--- src/rtl/falc_pkg.sv ---
// shared constants, types and handshake structs for the fully associative lru tag store
// no dependencies; used by the interfaces, falc_ways and the top level
package falc_pkg;

  localparam int WAYS      = 8;
  localparam int ADDR_BITS = 32;
  localparam int IN_BITS   = 32;
  localparam int CNT_BITS  = 32;
  localparam int WAY_BITS  = $clog2(WAYS);
  localparam int RANK_BITS = WAY_BITS;

  typedef logic [ADDR_BITS-1:0] tag_t;
  typedef logic [WAY_BITS-1:0]  way_t;
  typedef logic [RANK_BITS-1:0] rank_t;
  typedef logic [CNT_BITS-1:0]  cnt_t;

  localparam rank_t RANK_MRU = rank_t'(WAYS - 1);
  localparam cnt_t  CNT_MAX  = '1;

  // one lookup request into the way array
  typedef struct packed {
    logic en;
    tag_t addr;
  } lookup_t;

  // outcome of the lookup in the same cycle
  typedef struct packed {
    logic hit;
    way_t way;
  } outcome_t;

endpackage

--- src/rtl/falc_addr_if.sv ---
// address channel: valid/ready handshake carrying one lookup address
// depends on falc_pkg
interface falc_addr_if;
  import falc_pkg::*;

  logic               valid;
  logic               ready;
  logic [IN_BITS-1:0] lookup_address;

  modport source (output valid, output lookup_address, input ready);
  modport sink   (input valid, input lookup_address, output ready);
endinterface

--- src/rtl/falc_result_if.sv ---
// result channel: valid/ready handshake carrying hit flag, way and running counts
// depends on falc_pkg
interface falc_result_if;
  import falc_pkg::*;

  logic                valid;
  logic                ready;
  logic                was_hit;
  logic [WAY_BITS-1:0] way_used;
  logic [CNT_BITS-1:0] hits_so_far;
  logic [CNT_BITS-1:0] misses_so_far;

  modport source (output valid, output was_hit, output way_used, output hits_so_far,
                  output misses_so_far, input ready);
  modport sink   (input valid, input was_hit, input way_used, input hits_so_far,
                  input misses_so_far, output ready);
endinterface

--- src/rtl/falc_ways.sv ---
// tag array, valid bits and lru ranks; parallel compare, victim pick and rank update
// depends on falc_pkg
module falc_ways (
  input  logic               clk,
  input  logic               rst,
  input  falc_pkg::lookup_t  req,
  output falc_pkg::outcome_t res
);
  import falc_pkg::*;

  tag_t  [WAYS-1:0] tag;
  logic  [WAYS-1:0] valid;
  rank_t [WAYS-1:0] rank;
  rank_t [WAYS-1:0] rank_next;

  logic [WAYS-1:0] match;
  logic  hit;
  way_t  hit_way;
  logic  free;
  way_t  free_way;
  way_t  lru_way;
  way_t  way;
  rank_t old_rank;

  always_comb begin
    for (int i = 0; i < WAYS; i++) begin
      match[i] = valid[i] && (tag[i] == req.addr);
    end
  end

  // lowest matching way wins, lowest empty way is filled first
  always_comb begin
    hit      = 1'b0;
    hit_way  = '0;
    free     = 1'b0;
    free_way = '0;
    for (int i = WAYS - 1; i >= 0; i--) begin
      if (match[i]) begin
        hit     = 1'b1;
        hit_way = way_t'(i);
      end
      if (!valid[i]) begin
        free     = 1'b1;
        free_way = way_t'(i);
      end
    end
  end

  // smallest rank, lowest index on a tie
  always_comb begin
    lru_way = '0;
    for (int i = 1; i < WAYS; i++) begin
      if (rank[i] < rank[lru_way]) begin
        lru_way = way_t'(i);
      end
    end
  end

  assign way      = hit ? hit_way : (free ? free_way : lru_way);
  assign old_rank = rank[way];

  always_comb begin
    for (int i = 0; i < WAYS; i++) begin
      if (way_t'(i) == way) begin
        rank_next[i] = RANK_MRU;
      end else if (valid[i] && (rank[i] > old_rank)) begin
        rank_next[i] = rank[i] - rank_t'(1);
      end else begin
        rank_next[i] = rank[i];
      end
    end
  end

  always_ff @(posedge clk) begin
    if (rst) begin
      valid <= '0;
      rank  <= '0;
    end else if (req.en) begin
      rank <= rank_next;
      if (!hit) begin
        valid[way] <= 1'b1;
      end
    end
  end

  always_ff @(posedge clk) begin
    if (req.en && !hit) begin
      tag[way] <= req.addr;
    end
  end

  assign res.hit = hit;
  assign res.way = way;

`ifndef SYNTH
  a_mru_after_access: assert property (@(posedge clk) disable iff (rst)
    req.en |=> rank[$past(way)] == RANK_MRU)
    else $error("accessed way did not become most recent");

  a_hit_keeps_valid: assert property (@(posedge clk) disable iff (rst)
    req.en && hit |=> valid == $past(valid))
    else $error("hit changed valid bits");

  a_idle_holds_ranks: assert property (@(posedge clk) disable iff (rst)
    !req.en |=> $stable(rank) && $stable(valid))
    else $error("ranks or valid bits moved without an access");

  a_valid_grows: assert property (@(posedge clk) disable iff (rst)
    !rst |=> $countones(valid) >= $countones($past(valid)))
    else $error("a way lost its valid bit");
`endif

endmodule

--- src/rtl/fully_assoc_lru_cache_tags_top.sv ---
// Fully associative tag store with true lru replacement, eight ways of 32-bit tags.
// One address is accepted per cycle while the result is not stalled, and one result
// transaction comes out for each: the address is held in an input register, then
// compared against all ways, the victim picked and the ranks updated in one registered
// pass, and the result lands in an output register. The rate is set by that single
// pass through the compare and rank update in falc_ways; a new address can be taken in
// while the previous one is processed. A stalled result holds the pipeline, it never
// drops a transaction. Hit and miss counts saturate at all ones. Depends on falc_pkg,
// falc_addr_if, falc_result_if and falc_ways.
module fully_assoc_lru_cache_tags_top (
  input logic          clk,
  input logic          rst,
  falc_addr_if.sink    req,
  falc_result_if.source rsp
);
  import falc_pkg::*;

  logic     in_valid_q;
  tag_t     addr_q;
  logic     out_valid;
  logic     was_hit;
  way_t     way_used;
  cnt_t     hit_total;
  cnt_t     miss_total;
  logic     adv;
  lookup_t  lookup;
  outcome_t outcome;

  assign adv       = in_valid_q && (!out_valid || rsp.ready);
  assign req.ready = !in_valid_q || adv;

  assign lookup.en   = adv;
  assign lookup.addr = addr_q;

  falc_ways u_ways (
    .clk (clk),
    .rst (rst),
    .req (lookup),
    .res (outcome)
  );

  always_ff @(posedge clk) begin
    if (rst) begin
      in_valid_q <= 1'b0;
      out_valid  <= 1'b0;
      hit_total  <= '0;
      miss_total <= '0;
    end else begin
      if (req.ready) begin
        in_valid_q <= req.valid;
      end
      if (adv) begin
        out_valid <= 1'b1;
        if (outcome.hit) begin
          if (hit_total != CNT_MAX) begin
            hit_total <= hit_total + cnt_t'(1);
          end
        end else if (miss_total != CNT_MAX) begin
          miss_total <= miss_total + cnt_t'(1);
        end
      end else if (rsp.ready) begin
        out_valid <= 1'b0;
      end
    end
  end

  always_ff @(posedge clk) begin
    if (req.valid && req.ready) begin
      addr_q <= req.lookup_address[ADDR_BITS-1:0];
    end
    if (adv) begin
      was_hit  <= outcome.hit;
      way_used <= outcome.way;
    end
  end

  // counters only move together with the result register, so they serve as its count fields
  assign rsp.valid         = out_valid;
  assign rsp.was_hit       = was_hit;
  assign rsp.way_used      = way_used;
  assign rsp.hits_so_far   = hit_total;
  assign rsp.misses_so_far = miss_total;

`ifndef SYNTH
  a_one_count_moves: assert property (@(posedge clk) disable iff (rst)
    adv && (hit_total != CNT_MAX) && (miss_total != CNT_MAX) |=>
      ((hit_total != $past(hit_total)) != (miss_total != $past(miss_total))))
    else $error("transaction did not bump exactly one counter");

  a_item_not_dropped: assert property (@(posedge clk) disable iff (rst)
    in_valid_q && !adv |=> in_valid_q && $stable(addr_q))
    else $error("held lookup lost while the output was stalled");

  a_result_after_adv: assert property (@(posedge clk) disable iff (rst)
    adv |=> out_valid)
    else $error("processed lookup produced no result");

  a_counts_monotonic: assert property (@(posedge clk) disable iff (rst)
    !rst |=> (hit_total >= $past(hit_total)) && (miss_total >= $past(miss_total)))
    else $error("running count decreased");
`endif

endmodule

--- src/flat_wrapper.sv ---
// flat-port wrapper written by rule: the top's interface ports become plain ports
module fully_assoc_lru_cache_tags_top_flat import falc_pkg::*;
  (clk, rst, req_valid, req_lookup_address, req_ready, rsp_valid, rsp_was_hit, rsp_way_used, rsp_hits_so_far, rsp_misses_so_far, rsp_ready);
  falc_addr_if req_i ();
  falc_result_if rsp_i ();
  input logic clk;
  input logic rst;
  input wire logic [$bits(req_i.valid)-1:0] req_valid;
  input wire logic [$bits(req_i.lookup_address)-1:0] req_lookup_address;
  output wire logic [$bits(req_i.ready)-1:0] req_ready;
  output wire logic [$bits(rsp_i.valid)-1:0] rsp_valid;
  output wire logic [$bits(rsp_i.was_hit)-1:0] rsp_was_hit;
  output wire logic [$bits(rsp_i.way_used)-1:0] rsp_way_used;
  output wire logic [$bits(rsp_i.hits_so_far)-1:0] rsp_hits_so_far;
  output wire logic [$bits(rsp_i.misses_so_far)-1:0] rsp_misses_so_far;
  input wire logic [$bits(rsp_i.ready)-1:0] rsp_ready;
  assign req_i.valid = req_valid;
  assign req_i.lookup_address = req_lookup_address;
  assign req_ready = req_i.ready;
  assign rsp_valid = rsp_i.valid;
  assign rsp_was_hit = rsp_i.was_hit;
  assign rsp_way_used = rsp_i.way_used;
  assign rsp_hits_so_far = rsp_i.hits_so_far;
  assign rsp_misses_so_far = rsp_i.misses_so_far;
  assign rsp_i.ready = rsp_ready;
  fully_assoc_lru_cache_tags_top u_core (.clk(clk), .rst(rst), .req(req_i), .rsp(rsp_i));
endmodule
--- config.mk ---
export PLATFORM = sky130hd
export DESIGN_NAME = fully_assoc_lru_cache_tags_top_flat
export DESIGN_NICKNAME = d
export VERILOG_FILES = /design/src/rtl/falc_pkg.sv /design/src/rtl/falc_addr_if.sv /design/src/rtl/falc_result_if.sv /design/src/rtl/falc_ways.sv /design/src/rtl/fully_assoc_lru_cache_tags_top.sv /design/src/flat_wrapper.sv
export SDC_FILE = /design/constraint.sdc
export NUM_CORES = 1
export LEC_CHECK = 0
export CORE_ASPECT_RATIO = 1.1
export CORE_MARGIN = 2
export CORE_UTILIZATION = 55
export CTS_BUF_LIST = sky130_fd_sc_hd__clkbuf_16
export DETAILED_ROUTE_END_ITERATION = 10
export DONT_BUFFER_PORTS = 1
export PLACE_DENSITY = 0.68
export SYNTH_ARGS = -nofsm -noshare
export SYNTH_HDL_FRONTEND = slang
export SYNTH_SLANG_ARGS = --single-unit
--- constraint.sdc ---
create_clock -name clk -period 21.7 [get_ports clk]
set_input_delay 6.51 -clock clk [delete_from_list [all_inputs] [get_ports clk]]
set_output_delay 6.51 -clock clk [all_outputs]
set_load 0.02 [all_outputs]
---- After elaboration in Yosys (flattened, before gate mapping) ----
Cells that the tools add are included.
storage, ports and cells
  output and inout port bits .............. 70
  word-level logic and storage cells ...... 200
  flip-flop bits (word level) ............. 390
  input port bits ......................... 36
cells by class
  mux-type cells .......................... 78
  bitwise operators ....................... 2
  magnitude comparators ................... 23
  equal/unequal tests ..................... 17
  reduce and logical (&&, ||, !) cells .... 46
  $add $sub $neg .......................... 10
operators by type and width
  cell                                                        count
  bitwise mux 256 bit                                         1
  equality test 32 bit                                        8
  two-way mux 3 bit                                           47
  demux 32 bit (select 3 bit)                                 1
  adder 32 x 1 -> 32 bit, second input constant               2
  inequality test 32 bit, second input constant               2
  binary-select mux 3 bit (select 3 bit)                      7
  two-way mux 32 bit                                          1
  less-than comparator 3 x 4 -> 1 bit, second input constant  7
  > comparator 3 bit                                          8
  subtractor 3 x 1 -> 3 bit, second input constant            8
  less-than comparator 3 bit                                  7
  logical AND 1 bit                                           20
  two-way mux 1 bit                                           20
  AND reduction 2 bit                                         9
  nonzero test 2 bit                                          9
  equality test 3 bit, first input constant                   4
  OR 8 bit                                                    1
  equality test 2 x 3 -> 1 bit, first input constant          2
  AND reduction 3 bit                                         2
  demux 1 bit (select 3 bit)                                  1
  equality test 1 x 3 -> 1 bit, first input constant          1
  >= comparator 3 x 1 -> 1 bit, second input constant         1
  logical NOT 1 bit                                           3
  3 further kinds                                             4

---- Depth between registers and ports, before layout ----
  word-level depth ........................ 34
  gate-level depth with buffers ........... 73
  mapped depth without buffers ............ 70

---- By module ----
A second synthesis with hierarchy kept.
second synthesis, totals
  cell total of the unflattened synthesis .. 1783
  area, all modules ....................... 20090.5 um^2
modules (own cells, without submodules)
  module                          area each (um^2)  cells each  instances  sequential area each (um^2)
  falc_ways                       15528.6           1325        1          8328.0
  fully_assoc_lru_cache_tags_top  4561.9            458         1          2402.3

---- Worst setup path after synthesis ----
No wires, ideal clock.
  path kind ............................... in2out
  start point ............................. input rsp_ready
  end point ............................... output req_ready
  data required time ...................... 15.190 ns
  setup slack ............................. 8.310 ns
  data arrival time ....................... 6.880 ns
  path buffers ............................ 0
  stages on the path ...................... 2
  cells stage by stage .................... nor2b_1 nand2_1
between the ends
  cells in the longest elaborated chain, start to end .. 3
RTL lines
  element             RTL line                              text
  start: declaration  flat_wrapper.sv:16                    input wire logic [$bits(rsp_i.ready)-1:0] rsp_ready;
  logical OR 1 bit    fully_assoc_lru_cache_tags_top.sv:29  assign adv = in_valid_q && (!out_valid || rsp.ready);
  logical AND 1 bit   fully_assoc_lru_cache_tags_top.sv:29
  logical OR 1 bit    fully_assoc_lru_cache_tags_top.sv:30  assign req.ready = !in_valid_q || adv;
  end: declaration    flat_wrapper.sv:10                    output wire logic [$bits(req_i.ready)-1:0] req_ready;
No other way between the ends.

---- Final worst setup path ----
  start point ............................. register u_core.u_ways.rank[2] in the netlist's numbering
  end point ............................... register u_core.u_ways.rank[8] in the netlist's numbering
between the ends
  cells in the longest elaborated chain, start to end .. 34
  elaborated cells on any way between the ends .. 36
  those cells by class .................... order compare (8); eq/ne (1); mux (24); reduce/logical (3)
RTL lines
  element                                  RTL line         text
  start: declaration                       falc_ways.sv:13  rank_t [WAYS-1:0] rank;
  start signal: assignment                 falc_ways.sv:79  rank <= rank_next;
  less-than comparator 3 bit               falc_ways.sv:53  if (rank[i] < rank[lru_way]) begin
  two-way mux 1 bit                        falc_ways.sv:53
  binary-select mux 3 bit (select 3 bit)   falc_ways.sv:53
  two-way mux 3 bit (not written as such)  falc_ways.sv:53
  less-than comparator 3 bit               falc_ways.sv:53
  two-way mux 3 bit                        falc_ways.sv:53
  binary-select mux 3 bit (select 3 bit)   falc_ways.sv:53
  two-way mux 3 bit (not written as such)  falc_ways.sv:53
  [... 17 more ...]                        -
  two-way mux 3 bit                        falc_ways.sv:53
  two-way mux 3 bit (2 in series)          falc_ways.sv:59  assign way = hit ? hit_way : (free ? free_way : lru_way);
  binary-select mux 3 bit (select 3 bit)   falc_ways.sv:60  assign old_rank = rank[way];
  two-way mux 3 bit (not written as such)  falc_ways.sv:60
  > comparator 3 bit                       falc_ways.sv:66  end else if (valid[i] && (rank[i] > old_rank)) begin
  logical AND 1 bit                        falc_ways.sv:66
  nonzero test 2 bit (no source line)      -
  AND reduction 2 bit (no source line)     -
Several ways; a longest one is shown, not always the timed one. The select of a mux whose other input is x is not followed.
A chain may end at the register's enable or synchronous reset.

==> results.ini <==
[cells_and_area]
antennaDiodeCount = 0
final_cell_mix = edfxtp_1 (292), xor2_1 (260), nor2_1 (101)
final_nets = 1628
postLayoutCoreUtil = 0.609
layout-drive-gt1-share = 0.0720
area_delta_synth_final_pct = 9.08
fin_area_um2 = 20300
final_common_cell = edfxtp_1

[routing]
ant_nets = 0
vias = 12000
drc = 0
detail_route.iter0.violations = 1031
drt_first_pass_iters = 7
wl_per_cell_um = 21.2
wl_um = 42700
via_per_inst = 5.94

[logic_synthesis]
synthesis.nets = 1619
ys_seq_elements = 390
postSynthCellCount = 1542
yosys_warnings = 0
ys_async_sr_fraction = 0
synth.distinct_cells = 77
syn_avg_cell_area_um2 = 12.0
syn_area_um2 = 18600
synth_edf_count = 292
synth_ff_type = edfxtp_1
ys_seq_area_frac = 0.578

[global_route]
grt_pass1_vias = 11600
grt_use_met1 = 0.337
grt_pass1_wl_um = 65200
antenna_found_initial = 0
grt_max_degree = 91
grt.busiest_layer = met2
met2_usage = 0.383
overflow = 0
grt.total_usage = 0.243
grt_util_met3 = 0.0444

[timing]
fmax_ghz = 0.0683
setup_viol_count_final = 0
rsz0062_at_grt = false
finalHoldViolations = 0
period_minus_slack_ns = 14.65
max-slew-margin-rel = 0.350
period_share = 0.675
tightest_slew_ns = 0.955
finalSetupTns_ns = 0
maxSlewViolCount = 0
skew_ns = 0.0283

[floorplan]
ios = 106
die_w_um = 179
fp.dieH_um = 197
rows = 70
core_area_um2 = 33300
dieArea_um2 = 35300
initial_core_util = 0.558

[setup_path]
cp-startpoint = u_core.u_ways.rank[2]
crit_top_cell = a21oi_1
crit_fanout = 15
cp.required_ns = 22.15
worst_r2r_path_depth = 69
critPathCaptureType = flip-flop
r2r-start = u_core.u_ways.rank[2]
path_class = reg -> reg
cp-start-kind = flip-flop
cp.arrival_ns = 15.11
crit_path_max_incr_delay_ns = 0.77
crit_slowest_cell = a21oi_1

[clocking]
cts_buffers = 40
cts_tree = yes
cts_max_path_buffers = 3
cts.sinks = 390
cts_resized = 0
clk_latency_ns = 0.54
root_buffer = clkbuf_16
clk_pin_slew_ns = 0.06
holdBufCountCts = 0
htree_levels = 2
postCtsSetupRepairBufs = 0

[pwr]
total_leakage_power_nw = 7.01
ir_drop_mv = 0.0886
power_density_nw_per_um2 = 82.5

[worst_hold_path]
min_from = u_core.in_valid_q
hold_path_class = reg -> reg
whs_path_depth = 2

[flow_run]
cap_violations = 0

[outcome]
outcome = completed

[placed_design]
gp_congestion = 0.909
place_area_um2 = 19000
hpwl_um = 28100
io_buffers = 0

## cells by family (layout without fill, tap and decap cells)
kind of cell             count (synthesis)  in the layout  synth area share
multiplexers                            19             19            0.0116
AND/OR/NAND/NOR                        441            441             0.123
AO/OA/AOI/OAI                          236            236            0.0886
buffers and inverters                  103            144            0.0240
XOR/XNOR                               312            312             0.147
adder cells (fa/ha/maj)                 41             41            0.0276
flip-flops                             390            390             0.578
## synth_stat cells, types with 26 or more instances
cell type / count / area, µm²
nor2_1: 101 / 379
inv_1: 44 / 165
edfxtp_1: 292 / 8770
o21ai_0: 47 / 235
nor4_1: 54 / 338
xor2_1: 260 / 2280
nand2_1: 83 / 312
dfxtp_1: 98 / 1960
nand3_1: 34 / 170
buf_2: 32 / 160
and3_1: 26 / 163
nand4_1: 30 / 188
ha_1: 41 / 513
a21oi_1: 64 / 320
xnor2_1: 52 / 455
## layer usage
| metal | routed length (µm) | share of wire |
|---|---|---|
| met1 | 18800 | 0.44 |
| met2 | 19800 | 0.46 |
| met3 | 2570 | 0.060 |
| met4 | 1470 | 0.034 |
| met5 | 0 | 0 |
## per-stage QoR
stage	hold slack (ns)	worst slack (ns)	total power [mW]	cells
2_1_floorplan	0.478	8.31	0.999	1542
3_3_place_gp	0.499	7.34	1.04	1940
3_5_place_dp	0.504	6.97	1.04	1940
4_1_cts	0.532	6.93	1.68	2014
5_1_grt	0.578	5.99	1.73	2015
6_report	0.525	7.05	1.67	2015
## critical path, delay by kind of cell, from the launching register on
family                     cells  cell delay [ns]
DFF                            1             0.50
muxes                          3             0.64
AOI/OAI and AO/OA             37             7.39
and+or+nand+nor               19             3.30
buffers and inverters          2             0.43
adders and majority gates      8             2.30
## worst paths after layout
path,endpoint,slack (ns)
min reg2reg,u_core.rsp.valid,0.53
min,u_core.rsp.valid,0.53
max reg2reg,u_core.u_ways.rank[8],7.05
max,u_core.u_ways.rank[8],7.05
## registers in the layout (all words and copies together) (netlist names)
signal                    count
u_core.rsp.valid              1
u_core.rsp.misses_so_far     32
u_core.u_ways.tag           256
u_core.rsp.way_used           3
u_core.u_ways.rank           24
u_core.u_ways.valid           8
u_core.rsp.hits_so_far       32
u_core.addr_q                32
u_core.rsp.was_hit            1
u_core.in_valid_q             1
## cell type report
type                       instances  area, µm²
clock inverter                    33        196
tap                              432        541
multi-input combinational       1049       7410
timing repair buffer              24        184
clock buffer                      41       1030
fill                            2652      13000
inverter                          46        173
sequential                       390      10700
## where the power goes
part / switching, mW / internal [mW]
Clock: 0.274 / 0.366
Combinational: 0.131 / 0.0724
Sequential: 0.0164 / 0.812
Total: 0.421 / 1.25
(Power assumes the default switching activity.)
